===== src/rtl/rbsi_pkg.sv =====
// ----------------------------------------------------------------------------
// rbsi_pkg: shared types and constants for the ray/box slab intersection unit
// Holds the payload structs, the plane record and the divider geometry.
// ----------------------------------------------------------------------------
package rbsi_pkg;

    localparam int FRAC_BITS_DEF = 16;
    localparam int NUM_AXES      = 3;
    localparam int NUM_CFG_REGS  = 6;
    localparam int CFG_IDX_W     = 3;

    // quotient bits resolved per divider stage
    localparam int DIV_STEP   = 2;
    localparam int DIV_STAGES = 32 / DIV_STEP;
    // prep stage, iteration stages, sign/saturate stage
    localparam int DIV_LAT    = DIV_STAGES + 2;

    localparam logic [CFG_IDX_W-1:0] REG_BOX_MIN_X = 3'd0;
    localparam logic [CFG_IDX_W-1:0] REG_BOX_MAX_X = 3'd3;

    localparam logic signed [31:0] S32_MAX = 32'sh7FFF_FFFF;
    localparam logic signed [31:0] S32_MIN = 32'sh8000_0000;
    localparam logic signed [31:0] BOX_MIN_RST = 32'sd0;
    localparam logic signed [31:0] BOX_MAX_RST = 32'sd65536;

    typedef struct packed {
        logic signed [31:0] origin_x;
        logic signed [31:0] origin_y;
        logic signed [31:0] origin_z;
        logic signed [31:0] dir_x;
        logic signed [31:0] dir_y;
        logic signed [31:0] dir_z;
        logic [30:0]        limit_t;
    } t_ray_in;

    typedef struct packed {
        logic               is_hit;
        logic [30:0]        hit_t;
        logic signed [31:0] point_x;
        logic signed [31:0] point_y;
        logic signed [31:0] point_z;
        logic [1:0]         face_axis;
        logic               normal_positive;
    } t_ray_out;

    typedef struct packed {
        logic signed [31:0] t;
        logic [1:0]         axis;
        logic               pos;
    } t_plane;

    typedef struct packed {
        logic [NUM_AXES-1:0][31:0] org;
        logic [NUM_AXES-1:0][31:0] dir;
        logic [30:0]               limit;
        logic                      outside;
        logic [NUM_AXES-1:0]       zero;
    } t_ctx;

endpackage


===== src/rtl/rbsi_div.sv =====
// ----------------------------------------------------------------------------
// rbsi_div: pipelined plane-distance divider
// Computes sat32((num * 2^FRAC_BITS) / den), truncated toward zero, and
// accepts a new operand pair every cycle.
// ----------------------------------------------------------------------------
module rbsi_div #(
    parameter int FRAC_BITS = rbsi_pkg::FRAC_BITS_DEF
) (
    input  logic               i_clk,
    input  logic signed [32:0] i_num,
    input  logic signed [31:0] i_den,
    output logic signed [31:0] o_quo
);
    import rbsi_pkg::*;

    localparam int NW = 33 + FRAC_BITS;
    localparam int HW = NW - 32;

    logic [32:0]    mag_num;
    logic [NW-1:0]  num_sh;
    logic [31:0]    mag_den;
    logic [HW-1:0]  num_hi;

    logic [63:0] r_w   [DIV_STAGES+1];
    logic [31:0] r_den [DIV_STAGES+1];
    logic        r_neg [DIV_STAGES+1];
    logic        r_ovf [DIV_STAGES+1];
    logic signed [31:0] r_quo;

    always_comb begin
        mag_num = i_num[32] ? 33'(-i_num) : 33'(i_num);
        mag_den = i_den[31] ? 32'(-i_den) : 32'(i_den);
        num_sh  = {mag_num, {FRAC_BITS{1'b0}}};
        num_hi  = num_sh[NW-1:32];
    end

    // step: partial remainder in the upper half, quotient shifts into the lower
    function automatic logic [63:0] div_step(input logic [63:0] w, input logic [31:0] den);
        logic [63:0] acc;
        logic [32:0] trial;
        acc = w;
        for (int k = 0; k < DIV_STEP; k++) begin
            trial = acc[63:31];
            if (trial >= {1'b0, den}) begin
                trial = trial - {1'b0, den};
                acc   = {trial[31:0], acc[30:0], 1'b1};
            end else begin
                acc   = {trial[31:0], acc[30:0], 1'b0};
            end
        end
        return acc;
    endfunction

    always_ff @(posedge i_clk) begin
        // quotient would not fit in 32 bits: flag and saturate at the end
        r_ovf[0] <= {{(32 > HW ? 32 - HW : 0){1'b0}}, num_hi} >= 32'(mag_den)
                    || (HW > 32);
        r_w[0]   <= {32'(num_hi), num_sh[31:0]};
        r_den[0] <= mag_den;
        r_neg[0] <= i_num[32] ^ i_den[31];
        for (int s = 0; s < DIV_STAGES; s++) begin
            r_w[s+1]   <= div_step(r_w[s], r_den[s]);
            r_den[s+1] <= r_den[s];
            r_neg[s+1] <= r_neg[s];
            r_ovf[s+1] <= r_ovf[s];
        end
        if (r_ovf[DIV_STAGES]) begin
            r_quo <= r_neg[DIV_STAGES] ? S32_MIN : S32_MAX;
        end else if (!r_neg[DIV_STAGES]) begin
            r_quo <= r_w[DIV_STAGES][31] ? S32_MAX : $signed(r_w[DIV_STAGES][31:0]);
        end else if (r_w[DIV_STAGES][31:0] > 32'h8000_0000) begin
            r_quo <= S32_MIN;
        end else begin
            r_quo <= $signed(-r_w[DIV_STAGES][31:0]);
        end
    end

    assign o_quo = r_quo;

endmodule

===== config.mk =====
export PLATFORM = sky130hd
export DESIGN_NAME = rbsi_div
export DESIGN_NICKNAME = d
export VERILOG_FILES = /design/src/rtl/rbsi_pkg.sv /design/src/rtl/rbsi_div.sv
export SDC_FILE = /design/constraint.sdc
export NUM_CORES = 2
export LEC_CHECK = 0
export BUFFER_PORTS_ARGS = -buffer_cell sky130_fd_sc_hd__buf_2
export CORE_MARGIN = 2
export CORE_UTILIZATION = 50
export DETAILED_ROUTE_END_ITERATION = 7
export PLACE_DENSITY_LB_ADDON = 0.12
export SYNTH_ARGS = -nofsm -noshare
export SYNTH_HDL_FRONTEND = slang
export SYNTH_SLANG_ARGS = --single-unit

===== constraint.sdc =====
create_clock -name i_clk -period 6.7 [get_ports i_clk]
set_input_delay 1.34 -clock i_clk [delete_from_list [all_inputs] [get_ports i_clk]]
set_output_delay 1.34 -clock i_clk [all_outputs]
set_load 0.02 [all_outputs]

; ---- Word level (Yosys, flattened, before mapping)
; Memory sizes are Yosys's and may differ from the RTL's.
; Cells that the tools add are included.
; Widths: inputs -> output; s select.
[op_classes]
n_mux = 39
addsub = 35
n_lt_le_gt_ge = 34
n_bitwise = 1
div = 0
shifts = 0
mul = 0
n_reduce_logical = 0
n_eq_ne = 0
[ops]
columns = op, count
row1 = $mux 64, 32
row2 = $ge 33x32->1, 32
row3 = $sub 32x32->32, 32
row4 = $mux 32, 5
row5 = $neg 32->32, 2
row6 = $mux 33, 1
row7 = $neg 33->33, 1
row8 = $ge 17x32->1, 1
row9 = $gt 32x32->1 const B, 1
row10 = $mux 31, 1
row11 = $xor 1x1->1, 1
[totals]
reg_bits = 32
mem_bits_rw = 1666
mem_bits_ro = 0
out_inout_bits = 32
latch_bits = 0
n_memories = 4
[memory_table]
columns = memory, words, width, read_ports, rd_ports_with_merged_regs, write_ports, line_no
row1 = r_w, 17, 64, 17, 0, 17, rbsi_div.sv:24  ; logic [63:0] r_w [DIV_STAGES+1];
row2 = r_den, 17, 32, 16, 0, 17, rbsi_div.sv:25  ; logic [31:0] r_den [DIV_STAGES+1];
row3 = r_neg, 17, 1, 17, 0, 17, rbsi_div.sv:26  ; logic r_neg [DIV_STAGES+1];
row4 = r_ovf, 17, 1, 17, 0, 17, rbsi_div.sv:27  ; logic r_ovf [DIV_STAGES+1];

; ---- Logic depth before layout (Yosys ltp)
; An unclocked memory read counts as a cell.
[logic_depth]
depth_word = 5
ltp_mapped = 30
mapped_depth_nobuf = 28

; ---- Worst setup path after synthesis
; OpenSTA, ideal clock, no wires.
[synth_path]
path_kind = reg2reg
start = mem r_den[7][1], in the netlist r_den[0][225]
end = mem r_w[8][42], in the netlist r_w[0][554]
n_path_buf = 3
t_arrival_ps = 6722
period_less_slack_ps = 6842
setup_time_ps = 121
path_stages_with_launch = 29
required_time_ps = 6579
setup_slack_ps = -142
cell_sequence = dfxtp_1 inv_1 ha_1 nor2b_1 o31a_1 nor4_1 o211ai_1 a211oi_1 o31ai_1 a2111oi_0 nor2_1 o41ai_1 buf_2 buf_4 nand2_1 o21ai_0 ha_1 nor2b_1 o21ai_0 a21boi_0 o21ai_0 a21oi_1 a221o_1 a21oi_1 o41ai_1 a221o_1 a21oi_1 buf_2 mux2_2
[synth_rtl]
columns = item, line_no
row1 = from (decl), rbsi_div.sv:25
row2 = to (decl), rbsi_div.sv:24

==> summary.md <==
| Metric | Value |
|---|---|
| Status | completed |
| Mapped Avg Cell Area | 8.598 sq um |
| CTS Buf Count | 159 |
| Die footprint | 185000 sq um |
| Register area share after synthesis | a little under a third |
| Kind of cell adding the most delay to the critical path | compound AO/OA/AOI/OAI gates |
| Initial Utilization | 50.30% |
| Die Ht | roughly 430 microns |
| Yosys Warn Count | 0 |
| Drt total wl | 267.4 mm |
| Vias in the first global route | 74440 |
| Final Hold Viols | 0 |
| Chip Width | roughly 430 microns |
| Global-route wire length before repair | 411.6 mm |
| Area delta synth->final | 16.26% |
| Max Root-Sink Buffers | 3 |
| Pin count of the biggest net entering global routing | 64 |
| Worst Path Arrival | 7.18 ns |
| Most used DFF post-synth | dfxtp_1 |
| Fin. max-slew vios | 0 |
| GRT overflow | 0 |
| Setup CP Type | flip-flop to flip-flop |
| Hold crit path type | flip-flop to flip-flop |
| Vias | a little under 80000 |
| Critical Path RT | between 7 and 8 ns |
| Core area | 180500 sq um |
| Crit end category | flip-flop |
| Vias/cell | 5.661 |
| Detail Route Antenna Nets | 0 |
| Max stage delay cell, worst path | dfxtp_1 |
| All-Layer GR Usage | 27.72% |
| Min Tclk post-route | 6.477 ns |
| Initial antenna violation count | 6 |
| Worst-skew pair later-pin latency | 0.84 ns |
| # Max-Cap Violations | 0 |
| Most frequent CP cell | a21o_1 |
| Iter 0 DRT Violations | roughly 5400 |
| Buffers on Ports | 97 |
| CTS Sinks | roughly 1400 |
| Peak Freq | 154.4 MHz |
| Worst-path maximum fanout | 36 |
| IO Pins | 98 |
| Pre-antenna DRT Iters | 7 |
| CTS tree | yes |
| Net Count, Synth | ~12000 |
| Drc violations | 0 |
| Part of the cycle the worst path needs | 96.67% |
| H-tree levels | 4 |
| Mapped Area | 90810 sq um |
| EDFF count, synth | 0 |
| DP Cell Count | 13440 |
| Fin nets | ~12000 |
| Clk root buf | clkbuf_16 |
| Worst slew margin | 31.87% |
| Slew @ Worst Pin | 1.022 ns |
| Ratio of cells with drive above 1 in the final layout | 15.00% |
| Slowest stage delay, CP | 0.38 ns |
| Critical path launch point type | flip-flop |
| Core Rows | 156 |
| Non-filler cells, final | 13780 |
| FFs w/ async S/R, synth | 0% |
| Post-synthesis cell type count | between 90 and 100 |
| # setup viols final | 0 |
| Clk slew on worst S/H paths | 0.06 ns |
| Placer congestion estimate | about 0.95 |
| Gate Count Post-Synth | 10560 |
| Post-Route Skew | 0.04331 ns |
| Seq cells post-synth | 1419 |
| WP buf/inv | 4 |
| Wire per inst | 19.41 microns |
| Detailed placer's ending HPWL | 217.3 mm |
==> final cells by class <==
class,instances,area (sq um)
Antenna cell,2,5.005
Clock buffer,202,4392
Clock inverter,85,1439
Fill cell,16310,74970
Inverter,832,3127
Multi-Input combinational cell,8083,59150
Sequential cell,1419,28420
Tap cell,2370,2965
Timing Repair Buffer,782,6086
==> kinds of logic (layout without fill, tap and decap cells) <==
kind of cell | Yosys count | count (layout) | synth area share [%]
adder cells (fa/ha/maj) | 1046 | 1046 | 14.61
multiplexers | 494 | 494 | 6.072
other | 0 | 2 | 0
buffers and inverters | 1063 | 1901 | 4.419
AO/OA/AOI/OAI | 3072 | 3075 | 21.33
flip-flops | 1419 | 1419 | 31.28
AND/OR/NAND/NOR | 2591 | 2591 | 13.83
XOR/XNOR | 877 | 877 | 8.459
==> cell usage after synthesis, types with 18 or more instances <==
cell       number  area (sq um)
dfxtp_1      1419         28410
ha_1         1022         12790
a21oi_1       883          4419
inv_1         827          3104
nand2_1       756          2838
o21ai_0       725          3628
nor2_1        651          2444
xnor2_1       620          5430
a21o_1        499          3746
mux2_2        453          5101
xor2_1        257          2251
nand3_1       204          1021
clkbuf_1      194         728.2
nor3_1        155         775.7
o21a_1        151          1134
o21bai_1      146          1096
nand4_1       138         863.3
nand2b_1      134         838.3
nor2b_1       124         775.7
a211oi_1       90         675.7
a31oi_1        88         550.5
and3_1         82         513.0
o31ai_1        75         563.0
nor4_1         56         350.3
or3_1          51         319.1
or2_2          45         281.5
and2_1         44         275.3
o211ai_1       41         307.8
o22ai_1        40         250.2
mux2i_1        39         390.4
nor3b_1        37         277.8
a21boi_0       34         255.2
or4_1          31         232.7
a211o_1        30         262.8
and4_1         29         254.0
o41ai_1        28         245.2
fa_1           24         480.5
a221o_1        21         210.2
buf_1          21         78.83
a31o_2         19         166.4
o2111ai_1      18         157.7
==> registers in the layout, summed over array words and instances (netlist names) <==
register  cells
r_den       512
r_ovf        17
r_w         841
o_quo        32
r_neg        17
==> per-layer routing <==
metal	global-route usage, %	up-vias	wire length (microns)
met2	45.58	1801	121800
met4	7.591	4	6650
met5	0	-	25
met3	3.460	348	13020
li1	-	39190	-
met1	38.14	36640	125900
==> cell usage in the layout (no fill, tap or decap), drive strengths merged, types with 39 or more instances in the layout <==
cell type  count
xor2         257
o21a         151
nand2b       134
ha          1022
a31oi         88
buf          779
nand3        204
a211oi        90
a21oi        884
o21bai       146
o22ai         40
and3          82
o21ai        733
clkinv        41
and2          45
nand2        757
a21o         499
o211ai        41
o31ai         75
nor3         158
nor2         651
or2           46
mux2         455
nand4        138
nor2b        124
mux2i         39
dfxtp       1419
inv          834
or3           55
xnor2        620
nor4          56
clkbuf       205
==> worst paths after layout <==
check	startpoint	end	slack, ns	cells after the start
setup reg to reg	r_den[0][106]$_DFF_P_	r_w[0][294]$_DFF_P_	0.22	26
hold / removal	r_w[0][644]$_DFF_P_	r_w[0][710]$_DFF_P_	0.30	0
setup / recovery	r_den[0][106]$_DFF_P_	r_w[0][294]$_DFF_P_	0.22	26
hold reg to reg	r_w[0][644]$_DFF_P_	r_w[0][710]$_DFF_P_	0.30	0
==> repair_timing <==
item / CTS / global route
hold endpoints to repair: 0 / 0
pin swaps: 0 / 43
buffers inserted: 0 / 37
gates cloned: 0 / 6
gates resized for setup: 9 / 131
setup endpoints to repair: 69 / 464
hold buffers: 0 / 0
==> stage by stage <==
stage	instance area [sq um]	util [%]	hold slack (ns)	worst slack (ns)	TNS [ns]
finish	105600	58.48	0.3030	0.2231	0
global route	105600	58.47	0.3125	-0.06900	-0.4563
CTS	104700	57.97	0.2976	0.008346	0
detailed placement	98780	54.71	0.3121	-0.09894	-1.422
global placement	98780	54.71	0.3098	-0.06309	-0.5010
floorplan	90810	-	0.3096	0.01466	0
Power is left out: the tool's default activity adds up to more than one toggle a clock period on the data nets, which glitch-free logic cannot reach.
